--- src/rtl/core/mtd_pkg.sv ---
// Package of the min/max trace decimator: widths, codes, reset values and types.
// No dependencies; the RTL modules of the block refer to it by scoped names.
package mtd_pkg;

    // Field and datapath widths
    localparam int SAMPLE_BITS    = 8;
    localparam int COLUMN_BITS    = 13;
    localparam int ACC_BITS       = 40;
    localparam int FRAC_BITS      = 16;
    localparam int IPART_BITS     = ACC_BITS - FRAC_BITS;
    localparam int STEP_BITS      = 25;
    localparam int INDEX_BITS     = 24;
    localparam int BASE_BITS      = 10;
    localparam int SCALE_BITS     = 24;
    localparam int OFFSET_BITS    = 10;
    localparam int SCREEN_BITS    = 13;
    localparam int ROW_BITS       = 11;
    localparam int CONN_BITS      = 2;
    localparam int PROD_BITS      = SAMPLE_BITS + SCALE_BITS + 1;
    localparam int ROWSUM_BITS    = PROD_BITS + 1;
    localparam int COLSUM_BITS    = ((COLUMN_BITS > SCREEN_BITS) ? COLUMN_BITS : SCREEN_BITS) + 1;
    localparam int CFG_INDEX_BITS = 3;
    localparam int CFG_DATA_BITS  = 25;

    // Saturation limits
    localparam logic [SCREEN_BITS-1:0]     SCREEN_MAX = '1;
    localparam logic signed [ROW_BITS-1:0] ROW_MIN    = {1'b1, {(ROW_BITS-1){1'b0}}};
    localparam logic signed [ROW_BITS-1:0] ROW_MAX    = {1'b0, {(ROW_BITS-1){1'b1}}};

    // Configuration register indexes
    localparam logic [CFG_INDEX_BITS-1:0] CFG_PHASE_STEP       = 3'd0;
    localparam logic [CFG_INDEX_BITS-1:0] CFG_TRIGGER_POSITION = 3'd1;
    localparam logic [CFG_INDEX_BITS-1:0] CFG_ROW_BASELINE     = 3'd2;
    localparam logic [CFG_INDEX_BITS-1:0] CFG_INVERT           = 3'd3;
    localparam logic [CFG_INDEX_BITS-1:0] CFG_ROW_SCALE        = 3'd4;
    localparam logic [CFG_INDEX_BITS-1:0] CFG_RANGE_MIN        = 3'd5;
    localparam logic [CFG_INDEX_BITS-1:0] CFG_RANGE_MAX        = 3'd6;
    localparam logic [CFG_INDEX_BITS-1:0] CFG_COLUMN_OFFSET    = 3'd7;

    // Result kinds
    localparam logic KIND_COLUMN = 1'b0;
    localparam logic KIND_MARK   = 1'b1;

    // Connector codes
    localparam logic [CONN_BITS-1:0] CONN_NONE    = 2'd0;
    localparam logic [CONN_BITS-1:0] CONN_RISING  = 2'd1;
    localparam logic [CONN_BITS-1:0] CONN_FALLING = 2'd2;

    // Configuration reset values
    localparam logic [STEP_BITS-1:0]          PHASE_STEP_RST    = 25'd65536;
    localparam logic [INDEX_BITS-1:0]         TRIGGER_POS_RST   = 24'd0;
    localparam logic [BASE_BITS-1:0]          ROW_BASELINE_RST  = 10'd148;
    localparam logic                          INVERT_RST        = 1'b0;
    localparam logic [SCALE_BITS-1:0]         ROW_SCALE_RST     = 24'd66052;
    localparam logic signed [SAMPLE_BITS-1:0] RANGE_MIN_RST     = -8'sd127;
    localparam logic signed [SAMPLE_BITS-1:0] RANGE_MAX_RST     = 8'sd127;
    localparam logic [OFFSET_BITS-1:0]        COLUMN_OFFSET_RST = 10'd10;

    // Configuration register set
    typedef struct packed {
        logic [STEP_BITS-1:0]          phase_step;
        logic [INDEX_BITS-1:0]         trigger_position;
        logic [BASE_BITS-1:0]          row_baseline;
        logic                          invert;
        logic [SCALE_BITS-1:0]         row_scale;
        logic signed [SAMPLE_BITS-1:0] range_min;
        logic signed [SAMPLE_BITS-1:0] range_max;
        logic [OFFSET_BITS-1:0]        column_offset;
    } cfg_t;

    // Column or mark event leaving the accumulator stage
    typedef struct packed {
        logic                          kind;
        logic [SCREEN_BITS-1:0]        screen_column;
        logic signed [SAMPLE_BITS-1:0] run_min;
        logic signed [SAMPLE_BITS-1:0] run_max;
        logic                          has_prev;
        logic                          trig;
    } event_t;

    // Event with scaled extremes, leaving the multiplier stage
    typedef struct packed {
        logic                        kind;
        logic [SCREEN_BITS-1:0]      screen_column;
        logic signed [PROD_BITS-1:0] prod_min;
        logic signed [PROD_BITS-1:0] prod_max;
        logic                        has_prev;
        logic                        trig;
    } prod_t;

endpackage

--- src/rtl/core/mtd_cfg.sv ---
// Configuration register file of the min/max trace decimator.
// Depends on mtd_pkg for the register indexes, reset values and cfg_t.
module mtd_cfg (
    input  logic                                 clk,
    input  logic                                 rst_n,
    input  logic                                 cfg_valid,
    output logic                                 cfg_ready,
    input  logic [mtd_pkg::CFG_INDEX_BITS-1:0]   cfg_index,
    input  logic [mtd_pkg::CFG_DATA_BITS-1:0]    cfg_data,
    output mtd_pkg::cfg_t                        cfg
);

    mtd_pkg::cfg_t cfg_reg;

    // Always ready: a write is taken whenever cfg_valid is high
    assign cfg_ready = 1'b1;
    assign cfg      = cfg_reg;

    // Register writes
    always_ff @(posedge clk or negedge rst_n)
    begin
        if (!rst_n)
        begin
            cfg_reg.phase_step       <= mtd_pkg::PHASE_STEP_RST;
            cfg_reg.trigger_position <= mtd_pkg::TRIGGER_POS_RST;
            cfg_reg.row_baseline     <= mtd_pkg::ROW_BASELINE_RST;
            cfg_reg.invert           <= mtd_pkg::INVERT_RST;
            cfg_reg.row_scale        <= mtd_pkg::ROW_SCALE_RST;
            cfg_reg.range_min        <= mtd_pkg::RANGE_MIN_RST;
            cfg_reg.range_max        <= mtd_pkg::RANGE_MAX_RST;
            cfg_reg.column_offset    <= mtd_pkg::COLUMN_OFFSET_RST;
        end
        else if (cfg_valid && cfg_ready)
        begin
            unique case (cfg_index)
                mtd_pkg::CFG_PHASE_STEP:
                    cfg_reg.phase_step <= cfg_data[mtd_pkg::STEP_BITS-1:0];
                mtd_pkg::CFG_TRIGGER_POSITION:
                    cfg_reg.trigger_position <= cfg_data[mtd_pkg::INDEX_BITS-1:0];
                mtd_pkg::CFG_ROW_BASELINE:
                    cfg_reg.row_baseline <= cfg_data[mtd_pkg::BASE_BITS-1:0];
                mtd_pkg::CFG_INVERT:
                    cfg_reg.invert <= cfg_data[0];
                mtd_pkg::CFG_ROW_SCALE:
                    cfg_reg.row_scale <= cfg_data[mtd_pkg::SCALE_BITS-1:0];
                mtd_pkg::CFG_RANGE_MIN:
                    cfg_reg.range_min <= cfg_data[mtd_pkg::SAMPLE_BITS-1:0];
                mtd_pkg::CFG_RANGE_MAX:
                    cfg_reg.range_max <= cfg_data[mtd_pkg::SAMPLE_BITS-1:0];
                mtd_pkg::CFG_COLUMN_OFFSET:
                    cfg_reg.column_offset <= cfg_data[mtd_pkg::OFFSET_BITS-1:0];
            endcase
        end
    end

endmodule

--- src/rtl/core/mtd_front.sv ---
// Accumulator stage: sample clamp, running min/max, phase accumulator, column
// and trigger decisions, and the event register. Depends on mtd_pkg.
module mtd_front (
    input  logic                                 clk,
    input  logic                                 rst_n,
    input  mtd_pkg::cfg_t                        cfg,
    input  logic                                 sample_valid,
    output logic                                 sample_stall,
    input  logic signed [mtd_pkg::SAMPLE_BITS-1:0] sample_value,
    input  logic [mtd_pkg::INDEX_BITS-1:0]       sample_index,
    input  logic                                 sweep_start,
    input  logic                                 sweep_end,
    output logic                                 ev_valid,
    input  logic                                 ev_ready,
    output mtd_pkg::event_t                      ev
);

    typedef logic [mtd_pkg::COLSUM_BITS-1:0] colsum_t;

    logic signed [mtd_pkg::SAMPLE_BITS-1:0] run_max_reg, run_max_next;
    logic signed [mtd_pkg::SAMPLE_BITS-1:0] run_min_reg, run_min_next;
    logic [mtd_pkg::ACC_BITS-1:0]           acc_reg, acc_next;
    logic [mtd_pkg::COLUMN_BITS-1:0]        col_reg, col_next;
    logic                                   prev_valid_reg, prev_valid_next;
    logic                                   trig_done_reg, trig_done_next;
    logic                                   ev_valid_reg, ev_valid_next;
    mtd_pkg::event_t                        ev_reg, ev_next;

    logic                                   accept, ev_load;
    logic signed [mtd_pkg::SAMPLE_BITS-1:0] rmin, rmax, base_max, base_min;
    logic signed [mtd_pkg::SAMPLE_BITS-1:0] v_lo, v_clamp, new_max, new_min;
    logic [mtd_pkg::ACC_BITS-1:0]           acc_base, acc_new;
    logic [mtd_pkg::ACC_BITS:0]             acc_sum;
    logic [mtd_pkg::IPART_BITS-1:0]         ipart;
    logic [mtd_pkg::COLUMN_BITS-1:0]        col_base, col_new;
    logic                                   pv_base, td_base;
    logic                                   emit_col, emit_mark, trig_col;
    colsum_t                                col_sum;
    logic [mtd_pkg::SCREEN_BITS-1:0]        screen;

    // Handshake: the event register frees up when empty or when passed on
    assign ev_load      = !ev_valid_reg || ev_ready;
    assign sample_stall = !ev_load;
    assign accept       = sample_valid && !sample_stall;
    assign ev_valid     = ev_valid_reg;
    assign ev           = ev_reg;

    // Sweep start clears the running state ahead of the sample
    always_comb
    begin
        rmin     = cfg.range_min;
        rmax     = cfg.range_max;
        base_max = sweep_start ? rmin : run_max_reg;
        base_min = sweep_start ? rmax : run_min_reg;
        acc_base = sweep_start ? '0 : acc_reg;
        col_base = sweep_start ? '0 : col_reg;
        pv_base  = sweep_start ? 1'b0 : prev_valid_reg;
        td_base  = sweep_start ? 1'b0 : trig_done_reg;
    end

    // Clamp (upper bound last, so it wins on an inverted range) and fold
    always_comb
    begin
        v_lo    = (sample_value < rmin) ? rmin : sample_value;
        v_clamp = (v_lo > rmax) ? rmax : v_lo;
        new_max = (v_clamp > base_max) ? v_clamp : base_max;
        new_min = (v_clamp < base_min) ? v_clamp : base_min;
    end

    // Saturating phase accumulator and column index
    always_comb
    begin
        acc_sum = {1'b0, acc_base}
                + {{(mtd_pkg::ACC_BITS + 1 - mtd_pkg::STEP_BITS){1'b0}}, cfg.phase_step};
        acc_new = acc_sum[mtd_pkg::ACC_BITS] ? '1 : acc_sum[mtd_pkg::ACC_BITS-1:0];
        ipart   = acc_new[mtd_pkg::ACC_BITS-1:mtd_pkg::FRAC_BITS];
        col_new = (|ipart[mtd_pkg::IPART_BITS-1:mtd_pkg::COLUMN_BITS]) ? '1
                : ipart[mtd_pkg::COLUMN_BITS-1:0];
    end

    // Column and trigger decisions
    always_comb
    begin
        emit_col  = col_new > col_base;
        trig_col  = !td_base && ((sample_index >= cfg.trigger_position) || sweep_end);
        emit_mark = !emit_col && sweep_end && !td_base;
        col_sum   = colsum_t'(col_base) + colsum_t'(cfg.column_offset);
        screen    = (col_sum > colsum_t'(mtd_pkg::SCREEN_MAX)) ? mtd_pkg::SCREEN_MAX
                  : col_sum[mtd_pkg::SCREEN_BITS-1:0];
    end

    // Next state and event
    always_comb
    begin
        acc_next = acc_new;
        if (emit_col)
        begin
            run_max_next    = rmin;
            run_min_next    = rmax;
            col_next        = col_new;
            prev_valid_next = 1'b1;
            trig_done_next  = td_base || trig_col;
        end
        else
        begin
            run_max_next    = new_max;
            run_min_next    = new_min;
            col_next        = col_base;
            prev_valid_next = pv_base;
            trig_done_next  = td_base || emit_mark;
        end
        ev_next.kind          = emit_col ? mtd_pkg::KIND_COLUMN : mtd_pkg::KIND_MARK;
        ev_next.screen_column = screen;
        ev_next.run_min       = new_min;
        ev_next.run_max       = new_max;
        ev_next.has_prev      = pv_base;
        ev_next.trig          = emit_col ? trig_col : 1'b1;
        ev_valid_next         = ev_load ? (accept && (emit_col || emit_mark)) : ev_valid_reg;
    end

    // Control state
    always_ff @(posedge clk or negedge rst_n)
    begin
        if (!rst_n)
        begin
            run_max_reg    <= mtd_pkg::RANGE_MIN_RST;
            run_min_reg    <= mtd_pkg::RANGE_MAX_RST;
            acc_reg        <= '0;
            col_reg        <= '0;
            prev_valid_reg <= 1'b0;
            trig_done_reg  <= 1'b0;
            ev_valid_reg   <= 1'b0;
        end
        else
        begin
            ev_valid_reg <= ev_valid_next;
            if (accept)
            begin
                run_max_reg    <= run_max_next;
                run_min_reg    <= run_min_next;
                acc_reg        <= acc_next;
                col_reg        <= col_next;
                prev_valid_reg <= prev_valid_next;
                trig_done_reg  <= trig_done_next;
            end
        end
    end

    // Event payload
    always_ff @(posedge clk)
    begin
        if (accept && ev_load)
        begin
            ev_reg <= ev_next;
        end
    end

endmodule

--- src/rtl/core/mtd_scale.sv ---
// Multiplier stage: scales the column extremes by row_scale, one product each.
// Depends on mtd_pkg for event_t, prod_t and widths.
module mtd_scale (
    input  logic              clk,
    input  logic              rst_n,
    input  mtd_pkg::cfg_t     cfg,
    input  logic              ev_valid,
    output logic              ev_ready,
    input  mtd_pkg::event_t   ev,
    output logic              pr_valid,
    input  logic              pr_ready,
    output mtd_pkg::prod_t    pr
);

    logic                                 pr_valid_reg;
    mtd_pkg::prod_t                       pr_reg, pr_next;
    logic                                 load;
    logic signed [mtd_pkg::PROD_BITS-1:0] min_ext, max_ext, scale_ext;

    // Handshake
    assign load     = !pr_valid_reg || pr_ready;
    assign ev_ready = load;
    assign pr_valid = pr_valid_reg;
    assign pr       = pr_reg;

    // Signed extremes times unsigned scale
    always_comb
    begin
        min_ext   = {{(mtd_pkg::PROD_BITS - mtd_pkg::SAMPLE_BITS){ev.run_min[mtd_pkg::SAMPLE_BITS-1]}},
                     ev.run_min};
        max_ext   = {{(mtd_pkg::PROD_BITS - mtd_pkg::SAMPLE_BITS){ev.run_max[mtd_pkg::SAMPLE_BITS-1]}},
                     ev.run_max};
        scale_ext = {{(mtd_pkg::PROD_BITS - mtd_pkg::SCALE_BITS){1'b0}}, cfg.row_scale};
        pr_next.kind          = ev.kind;
        pr_next.screen_column = ev.screen_column;
        pr_next.prod_min      = min_ext * scale_ext;
        pr_next.prod_max      = max_ext * scale_ext;
        pr_next.has_prev      = ev.has_prev;
        pr_next.trig          = ev.trig;
    end

    always_ff @(posedge clk or negedge rst_n)
    begin
        if (!rst_n)
        begin
            pr_valid_reg <= 1'b0;
        end
        else if (load)
        begin
            pr_valid_reg <= ev_valid;
        end
    end

    always_ff @(posedge clk)
    begin
        if (load && ev_valid)
        begin
            pr_reg <= pr_next;
        end
    end

endmodule

--- src/rtl/core/mtd_rowmap.sv ---
// Row stage: maps scaled extremes to screen rows, works out span and connector
// against the previous column, and holds the result register. Depends on mtd_pkg.
module mtd_rowmap (
    input  logic                                   clk,
    input  logic                                   rst_n,
    input  mtd_pkg::cfg_t                          cfg,
    input  logic                                   pr_valid,
    output logic                                   pr_ready,
    input  mtd_pkg::prod_t                         pr,
    output logic                                   result_valid,
    input  logic                                   result_stall,
    output logic                                   result_kind,
    output logic [mtd_pkg::SCREEN_BITS-1:0]        screen_column,
    output logic signed [mtd_pkg::ROW_BITS-1:0]    lower_row,
    output logic signed [mtd_pkg::ROW_BITS-1:0]    upper_row,
    output logic                                   span_drawn,
    output logic [mtd_pkg::CONN_BITS-1:0]          connector,
    output logic signed [mtd_pkg::ROW_BITS-1:0]    connector_from_row,
    output logic                                   trigger_here
);

    // Baseline -/+ product, truncated toward zero, saturated to the row range
    function automatic logic signed [mtd_pkg::ROW_BITS-1:0] to_row(
        input logic signed [mtd_pkg::PROD_BITS-1:0] t,
        input logic [mtd_pkg::BASE_BITS-1:0]        base,
        input logic                                 inv
    );
        logic signed [mtd_pkg::ROWSUM_BITS-1:0]                    p_base, t_ext, p, p_adj;
        logic signed [mtd_pkg::ROWSUM_BITS-mtd_pkg::FRAC_BITS-1:0] r;
        logic signed [mtd_pkg::ROW_BITS-1:0]                       row;
        p_base = {{(mtd_pkg::ROWSUM_BITS - mtd_pkg::BASE_BITS - mtd_pkg::FRAC_BITS){1'b0}},
                  base, {mtd_pkg::FRAC_BITS{1'b0}}};
        t_ext  = {t[mtd_pkg::PROD_BITS-1], t};
        p      = inv ? (p_base + t_ext) : (p_base - t_ext);
        p_adj  = p[mtd_pkg::ROWSUM_BITS-1]
               ? (p + {{(mtd_pkg::ROWSUM_BITS - mtd_pkg::FRAC_BITS){1'b0}},
                       {mtd_pkg::FRAC_BITS{1'b1}}})
               : p;
        r      = p_adj[mtd_pkg::ROWSUM_BITS-1:mtd_pkg::FRAC_BITS];
        if (r < mtd_pkg::ROW_MIN)
        begin
            row = mtd_pkg::ROW_MIN;
        end
        else if (r > mtd_pkg::ROW_MAX)
        begin
            row = mtd_pkg::ROW_MAX;
        end
        else
        begin
            row = r[mtd_pkg::ROW_BITS-1:0];
        end
        return row;
    endfunction

    logic                                 valid_reg;
    logic                                 kind_reg, kind_next;
    logic [mtd_pkg::SCREEN_BITS-1:0]      col_reg;
    logic signed [mtd_pkg::ROW_BITS-1:0]  lower_reg, lower_next;
    logic signed [mtd_pkg::ROW_BITS-1:0]  upper_reg, upper_next;
    logic                                 span_reg, span_next;
    logic [mtd_pkg::CONN_BITS-1:0]        conn_reg, conn_next;
    logic signed [mtd_pkg::ROW_BITS-1:0]  from_reg, from_next;
    logic                                 trig_reg;
    logic signed [mtd_pkg::ROW_BITS-1:0]  prev_lower_reg, prev_upper_reg;
    logic signed [mtd_pkg::ROW_BITS-1:0]  lower_c, upper_c;
    logic                                 load, take, is_col;

    // Handshake: result register frees up when empty or taken
    assign load     = !valid_reg || !result_stall;
    assign pr_ready = load;
    assign take     = load && pr_valid;
    assign is_col   = (pr.kind == mtd_pkg::KIND_COLUMN);

    // Row mapping and connector
    always_comb
    begin
        lower_c   = to_row(pr.prod_min, cfg.row_baseline, cfg.invert);
        upper_c   = to_row(pr.prod_max, cfg.row_baseline, cfg.invert);
        kind_next = pr.kind;
        conn_next = mtd_pkg::CONN_NONE;
        from_next = '0;
        if (is_col)
        begin
            lower_next = lower_c;
            upper_next = upper_c;
            span_next  = (lower_c != upper_c);
            if (pr.has_prev)
            begin
                priority if (lower_c < prev_upper_reg)
                begin
                    conn_next = mtd_pkg::CONN_RISING;
                    from_next = prev_upper_reg;
                end
                else if ((upper_c > prev_lower_reg) || (lower_c == upper_c))
                begin
                    conn_next = mtd_pkg::CONN_FALLING;
                    from_next = prev_lower_reg;
                end
                else
                begin
                    conn_next = mtd_pkg::CONN_NONE;
                    from_next = '0;
                end
            end
        end
        else
        begin
            lower_next = '0;
            upper_next = '0;
            span_next  = 1'b0;
        end
    end

    // Control state
    always_ff @(posedge clk or negedge rst_n)
    begin
        if (!rst_n)
        begin
            valid_reg <= 1'b0;
        end
        else if (load)
        begin
            valid_reg <= pr_valid;
        end
    end

    // Result payload and previous column rows
    always_ff @(posedge clk)
    begin
        if (take)
        begin
            kind_reg  <= kind_next;
            col_reg   <= pr.screen_column;
            lower_reg <= lower_next;
            upper_reg <= upper_next;
            span_reg  <= span_next;
            conn_reg  <= conn_next;
            from_reg  <= from_next;
            trig_reg  <= pr.trig;
            if (is_col)
            begin
                prev_lower_reg <= lower_c;
                prev_upper_reg <= upper_c;
            end
        end
    end

    assign result_valid       = valid_reg;
    assign result_kind        = kind_reg;
    assign screen_column      = col_reg;
    assign lower_row          = lower_reg;
    assign upper_row          = upper_reg;
    assign span_drawn         = span_reg;
    assign connector          = conn_reg;
    assign connector_from_row = from_reg;
    assign trigger_here       = trig_reg;

endmodule

--- src/rtl/core/minmax_trace_decimator_top.sv ---
// Top level of the min/max trace decimator: configuration registers and the
// three-stage datapath. Depends on mtd_pkg, mtd_cfg, mtd_front, mtd_scale, mtd_rowmap.
//
// Takes one sample per clock while sample_stall is low and gives at most one
// result per sample. The sample transfer loads the event register, whose item
// then moves to the product register and on to the result register (three
// register stages); a result that shows leaves when result_stall is low. The
// rate is set by the update of the running min/max, phase
// accumulator and column counter, which every sample feeds back into; the
// row multipliers and row mapping sit in the two stages behind it. Each stage
// holds one item, so samples keep flowing while a result waits on a stalled
// output as long as a later stage has room. Configuration writes are always
// accepted; the user must make them only while idle: the block does not enforce it.
module minmax_trace_decimator_top (
    input  logic                                   clk,
    input  logic                                   rst_n,
    input  logic                                   cfg_valid,
    output logic                                   cfg_ready,
    input  logic [mtd_pkg::CFG_INDEX_BITS-1:0]     cfg_index,
    input  logic [mtd_pkg::CFG_DATA_BITS-1:0]      cfg_data,
    input  logic                                   sample_valid,
    output logic                                   sample_stall,
    input  logic signed [mtd_pkg::SAMPLE_BITS-1:0] sample_value,
    input  logic [mtd_pkg::INDEX_BITS-1:0]         sample_index,
    input  logic                                   sweep_start,
    input  logic                                   sweep_end,
    output logic                                   result_valid,
    input  logic                                   result_stall,
    output logic                                   result_kind,
    output logic [mtd_pkg::SCREEN_BITS-1:0]        screen_column,
    output logic signed [mtd_pkg::ROW_BITS-1:0]    lower_row,
    output logic signed [mtd_pkg::ROW_BITS-1:0]    upper_row,
    output logic                                   span_drawn,
    output logic [mtd_pkg::CONN_BITS-1:0]          connector,
    output logic signed [mtd_pkg::ROW_BITS-1:0]    connector_from_row,
    output logic                                   trigger_here
);

    mtd_pkg::cfg_t   cfg;
    mtd_pkg::event_t ev;
    mtd_pkg::prod_t  pr;
    logic            ev_valid, ev_ready, pr_valid, pr_ready;

    // Configuration registers
    mtd_cfg u_cfg (
        .clk       (clk),
        .rst_n     (rst_n),
        .cfg_valid (cfg_valid),
        .cfg_ready (cfg_ready),
        .cfg_index (cfg_index),
        .cfg_data  (cfg_data),
        .cfg       (cfg)
    );

    // Accumulator and decision stage
    mtd_front u_front (
        .clk          (clk),
        .rst_n        (rst_n),
        .cfg          (cfg),
        .sample_valid (sample_valid),
        .sample_stall (sample_stall),
        .sample_value (sample_value),
        .sample_index (sample_index),
        .sweep_start  (sweep_start),
        .sweep_end    (sweep_end),
        .ev_valid     (ev_valid),
        .ev_ready     (ev_ready),
        .ev           (ev)
    );

    // Multiplier stage
    mtd_scale u_scale (
        .clk      (clk),
        .rst_n    (rst_n),
        .cfg      (cfg),
        .ev_valid (ev_valid),
        .ev_ready (ev_ready),
        .ev       (ev),
        .pr_valid (pr_valid),
        .pr_ready (pr_ready),
        .pr       (pr)
    );

    // Row mapping and result register
    mtd_rowmap u_rowmap (
        .clk                (clk),
        .rst_n              (rst_n),
        .cfg                (cfg),
        .pr_valid           (pr_valid),
        .pr_ready           (pr_ready),
        .pr                 (pr),
        .result_valid       (result_valid),
        .result_stall       (result_stall),
        .result_kind        (result_kind),
        .screen_column      (screen_column),
        .lower_row          (lower_row),
        .upper_row          (upper_row),
        .span_drawn         (span_drawn),
        .connector          (connector),
        .connector_from_row (connector_from_row),
        .trigger_here       (trigger_here)
    );

endmodule

--- config.mk ---
export PLATFORM = sky130hd
export DESIGN_NAME = minmax_trace_decimator_top
export DESIGN_NICKNAME = d
export VERILOG_FILES = /design/src/rtl/core/mtd_pkg.sv /design/src/rtl/core/mtd_cfg.sv /design/src/rtl/core/mtd_front.sv /design/src/rtl/core/mtd_scale.sv /design/src/rtl/core/mtd_rowmap.sv /design/src/rtl/core/minmax_trace_decimator_top.sv
export SDC_FILE = /design/constraint.sdc
export NUM_CORES = 2
export LEC_CHECK = 0
export BUFFER_PORTS_ARGS = -buffer_cell sky130_fd_sc_hd__buf_2
export CAP_MARGIN = 20
export CORE_ASPECT_RATIO = 2
export CORE_MARGIN = 3
export CORE_UTILIZATION = 39
export DETAILED_ROUTE_END_ITERATION = 12
export PLACE_DENSITY = 0.55
export RECOVER_POWER = 100
export SLEW_MARGIN = 5
export SYNTH_ARGS = -nofsm -noshare
export SYNTH_HDL_FRONTEND = slang
export SYNTH_HIERARCHICAL = 1
export SYNTH_SLANG_ARGS = --single-unit
--- constraint.sdc ---
create_clock -name clk -period 9.66 [get_ports clk]
set_input_delay 0.483 -clock clk [delete_from_list [all_inputs] [get_ports clk]]
set_output_delay 0.483 -clock clk [all_outputs]
set_load 0.01 [all_outputs]
==> summary.txt <==
Yosys
  – Cell area after synthesis: between 30000 and 40000 um^2
  – Post-Synth Simple-Gate Area: 0.184
  – Adder-cell share of the synthesized area: 0.246
  – Synthesized instance count: 4065
  – Count of unique library cells instantiated by Yosys: approximately 120
  – Combinational family with the most area after synthesis: adder cells
  – Post-synthesis cell type with the largest combined area: sky130_fd_sc_hd__edfxtp_1
  – Leading cell types by count after synthesis: sky130_fd_sc_hd__inv_1 (538), sky130_fd_sc_hd__ha_1 (316), sky130_fd_sc_hd__and2_1 (312)
  – Top cells by area in the synthesized netlist: sky130_fd_sc_hd__edfxtp_1 (15%), sky130_fd_sc_hd__fa_1 (14%), sky130_fd_sc_hd__ha_1 (10%)
  – Synth Area in Compound Gates: 0.143
  – Most common flop cell mapped by yosys: sky130_fd_sc_hd__edfxtp_1
  – Net count after synthesis: 4718
  – Yosys Warn Count: 6
  – Count of state elements after synthesis: 371
  – Area fraction of the dominant cell type after synthesis: 0.148
  – Post-synth EDFFs: approximately 190
  – Seq/Total Area, Yosys: 0.270
  – Share of cell area taken by muxes after synthesis: 0.0507
  – Post-synthesis area per instance: just over 9 um^2
  – Async S/R FF share, synth: 0.496
  – Area share of xor/xnor cells in the synthesized design: 0.0314
  – Most frequent cell after synthesis: sky130_fd_sc_hd__inv_1

Final layout
  – Final cell area excluding filler cells: 40700 um^2
  – Synthesis-to-layout area growth: 7.20%
  – Flip-flop count of the largest register, all copies and words added: 110
  – Total number of nets in the final design: 4742
  – Share of final-layout standard cells stronger than drive strength 1: 0.0884
  – Total of fill cells in the finished design: 9665
  – Diodes inserted: 0

STA
  – Slew Viols, Final: 427
  – Worst clock skew on the final layout: 0.0243 ns
  – Max-slew headroom: -1.58
  – Smallest hold slack: roughly 0.13 ns
  – Fmax achieved: 117 MHz
  – Setup-failing EPs final: 0
  – Hold violation count in the final report: 0
  – Unrepaired setup endpoints after global routing: no
  – Transition at the pin with the smallest max-transition slack: roughly 3.9 ns
  – Total negative setup slack: 0 ns
  – Final worst slack: 1.12 ns
  – Period minus WS final: about 8.5 ns
  – Tcrit/Tclk final: 0.884

CTS
  – Post-cts repair resize count: 0
  – Clock-pin slew of the registers on the worst-case setup and hold paths: 0.08 ns
  – Setup fix buffers added after clock tree synthesis: 0
  – Max H-tree Level: 2
  – Sink count of the clock tree: 371
  – Hold-fix buffers at CTS: 1
  – TritonCTS clock tree: done
  – Insertion delay to the later sink of the worst-skew pair: approximately 0.6 ns
  – Deepest clock path buffer count: 3
  – Cell at the root of the clock tree: sky130_fd_sc_hd__clkbuf_16
  – Total CTS buffers: 38

Place
  – GPL Wtd Cong: 0.924
  – Number of buffer cells added on primary ports: about 120
  – Post-Place Worst Slack: 1.99 ns
  – DP Area: 39700 um^2
  – Detailed placement HPWL: 92900 um

GRT
  – Global Route met3 Usage: 0.0203
  – Pin count of the biggest net entering global routing: 71
  – Met2 track demand over resource in global routing: 0.472
  – Remaining Overflow, GRT: 0
  – Wire length of the first global-routing pass: 181000 um
  – Vias in the first global route: between 30000 and 40000
  – Met1 demand-to-capacity share in global routing: 0.214
  – GRT Resource Usage Total: 0.232
  – Busiest layer in global routing: met2
  – Antenna violations before repair: 3

Run status
  – Result of the run: complete, but fails checks
  – Violated checks: capacitance limit, slew limit

Floorplanning
  – Die extent in x: 227 um
  – Effective utilization at floorplan: 0.394
  – CORE AREA: a little under 100000 um^2
  – I/O pin count: roughly 120
  – Number of placement rows: around 160
  – Full die area: 101000 um^2
  – Vertical extent of the die: 447 um

Hold path
  – WHS Endpoint: u_rowmap/result_valid
  – Worst hold path depth: 3
  – Min-Delay Path Class: input pin to flip-flop
  – Min-Delay Startpoint: result_stall

Worst setup path
  – Highest fanout seen on the critical path: 28
  – Category of the most critical setup path: input pin to flip-flop
  – Setup slack of the worst register-to-register path: about 1.4 ns
  – Reg2Reg Capture Point: u_rowmap/connector_from_row[7]
  – Critical path endpoint category: flip-flop
  – Reg2Reg Launch Point: u_scale/pr[9]
  – Startpoint type of the worst setup path: input pin
  – Critical path required time: just over 10 ns
  – CP Data Arrival Time: roughly 9.0 ns
  – Number of cells on the worst reg-to-reg path: 24

Routing
  – Drt total wl: 117000 um
  – Total via count after detailed routing: 30000
  – Number of DRC violations after detailed routing: 0
  – Iteration-0 DRC count of the detailed router: 1348
  – Final ANT Viol Nets: 0
  – Detail-routed via count per cell: 5.61
  – Wire per inst: approximately 22 um
  – First drt pass iteration count: 7

Job
  – Number of violations of the max-capacitance limit: 11
final cells by class:
| cell class | count | area (um^2) | area share |
|---|---|---|---|
| clock buffers | 43 | 1020 | 0.0251 |
| clock inverters | 27 | 342 | 0.00839 |
| inverters | 541 | 2030 | 0.0499 |
| multi-input cells | 2977 | 24800 | 0.608 |
| flip-flops and latches | 371 | 10300 | 0.252 |
| well taps | 1222 | 1530 | 0.0375 |
| repair buffers | 160 | 768 | 0.0189 |
critical path: stages:
cell	delay, ns
sky130_fd_sc_hd__clkbuf_1	0.30
sky130_fd_sc_hd__clkbuf_1	1.13
sky130_fd_sc_hd__nor2b_1	0.13
sky130_fd_sc_hd__ha_1	0.40
sky130_fd_sc_hd__a21oi_1	0.32
sky130_fd_sc_hd__o21ai_0	0.17
sky130_fd_sc_hd__a21oi_1	0.23
sky130_fd_sc_hd__o211ai_1	0.35
sky130_fd_sc_hd__nand2_1	0.34
sky130_fd_sc_hd__or2_0	0.93
sky130_fd_sc_hd__o211ai_1	0.50
sky130_fd_sc_hd__nor3_4	0.61
sky130_fd_sc_hd__nand2_1	0.13
sky130_fd_sc_hd__ha_1	0.36
sky130_fd_sc_hd__a21o_1	0.14
sky130_fd_sc_hd__a21oi_1	0.07
sky130_fd_sc_hd__o21ai_0	0.26
sky130_fd_sc_hd__a21oi_1	0.09
sky130_fd_sc_hd__a21oi_1	0.13
sky130_fd_sc_hd__or2_1	0.43
sky130_fd_sc_hd__clkbuf_1	0.74
sky130_fd_sc_hd__nor2_1	0.36
sky130_fd_sc_hd__a221o_1	0.37
per-stage QoR:
stage	std cells	utilization
3_5_place_dp	5267	0.411
4_1_cts	5338	0.425
2_1_floorplan	4065	-
6_report	5341	0.422
3_3_place_gp	5267	0.411
5_1_grt	5341	0.422
layout by cell type, fill, tap and decap left out, types with 78 or more instances in the layout:
master | netlist | routed
sky130_fd_sc_hd__clkbuf_1 | 141 | 78
sky130_fd_sc_hd__nand2_1 | 276 | 275
sky130_fd_sc_hd__edfxtp_1 | 187 | 187
sky130_fd_sc_hd__ha_1 | 316 | 316
sky130_fd_sc_hd__xnor2_1 | 88 | 88
sky130_fd_sc_hd__a21oi_1 | 201 | 202
sky130_fd_sc_hd__and2_1 | 312 | 290
sky130_fd_sc_hd__o21ai_0 | 108 | 117
sky130_fd_sc_hd__fa_1 | 270 | 270
sky130_fd_sc_hd__nor2b_1 | 85 | 85
sky130_fd_sc_hd__inv_1 | 538 | 539
sky130_fd_sc_hd__mux2_2 | 122 | 120
sky130_fd_sc_hd__nor2_1 | 213 | 213
sky130_fd_sc_hd__dfrtp_1 | 157 | 156
metal layers:
metal  vias up  wire [um]
met1     14900      38600
met3       322       3110
met4         0       8730
met2       736      66500
li1      14000          -
met5         -          0
cells by family (layout without fill, tap and decap cells):
group | after synthesis | count (layout)
compound gates | 776 | 776
flops | 371 | 371
fa+ha+maj | 586 | 586
simple gates | 1301 | 1301
mux | 177 | 177
buf+inv | 717 | 771
xor+xnor | 136 | 136
other cells | 1 | 1
worst max-delay path by stage:
| stage | from | endpoint | slack [ns] | cells after the start |
|---|---|---|---|---|
| global route | sweep_start | u_front/run_min_reg[7] | 0.61 | 23 |
| global placement | u_scale/pr[9] | u_rowmap/connector_from_row[1] | 2.08 | 24 |
| finish | sweep_start | u_front/run_min_reg[7] | 1.12 | 23 |
| CTS | u_scale/pr[9] | u_rowmap/connector_from_row[7] | 1.96 | 24 |
| floorplan | u_cfg/cfg[52] | u_rowmap/connector_from_row[10] | 2.93 | 27 |
| detailed placement | u_scale/pr[9] | u_rowmap/connector_from_row[7] | 1.99 | 24 |
Power is not shown: default switching activity piles up to over one toggle a cycle in this logic, so the estimate is an artifact.
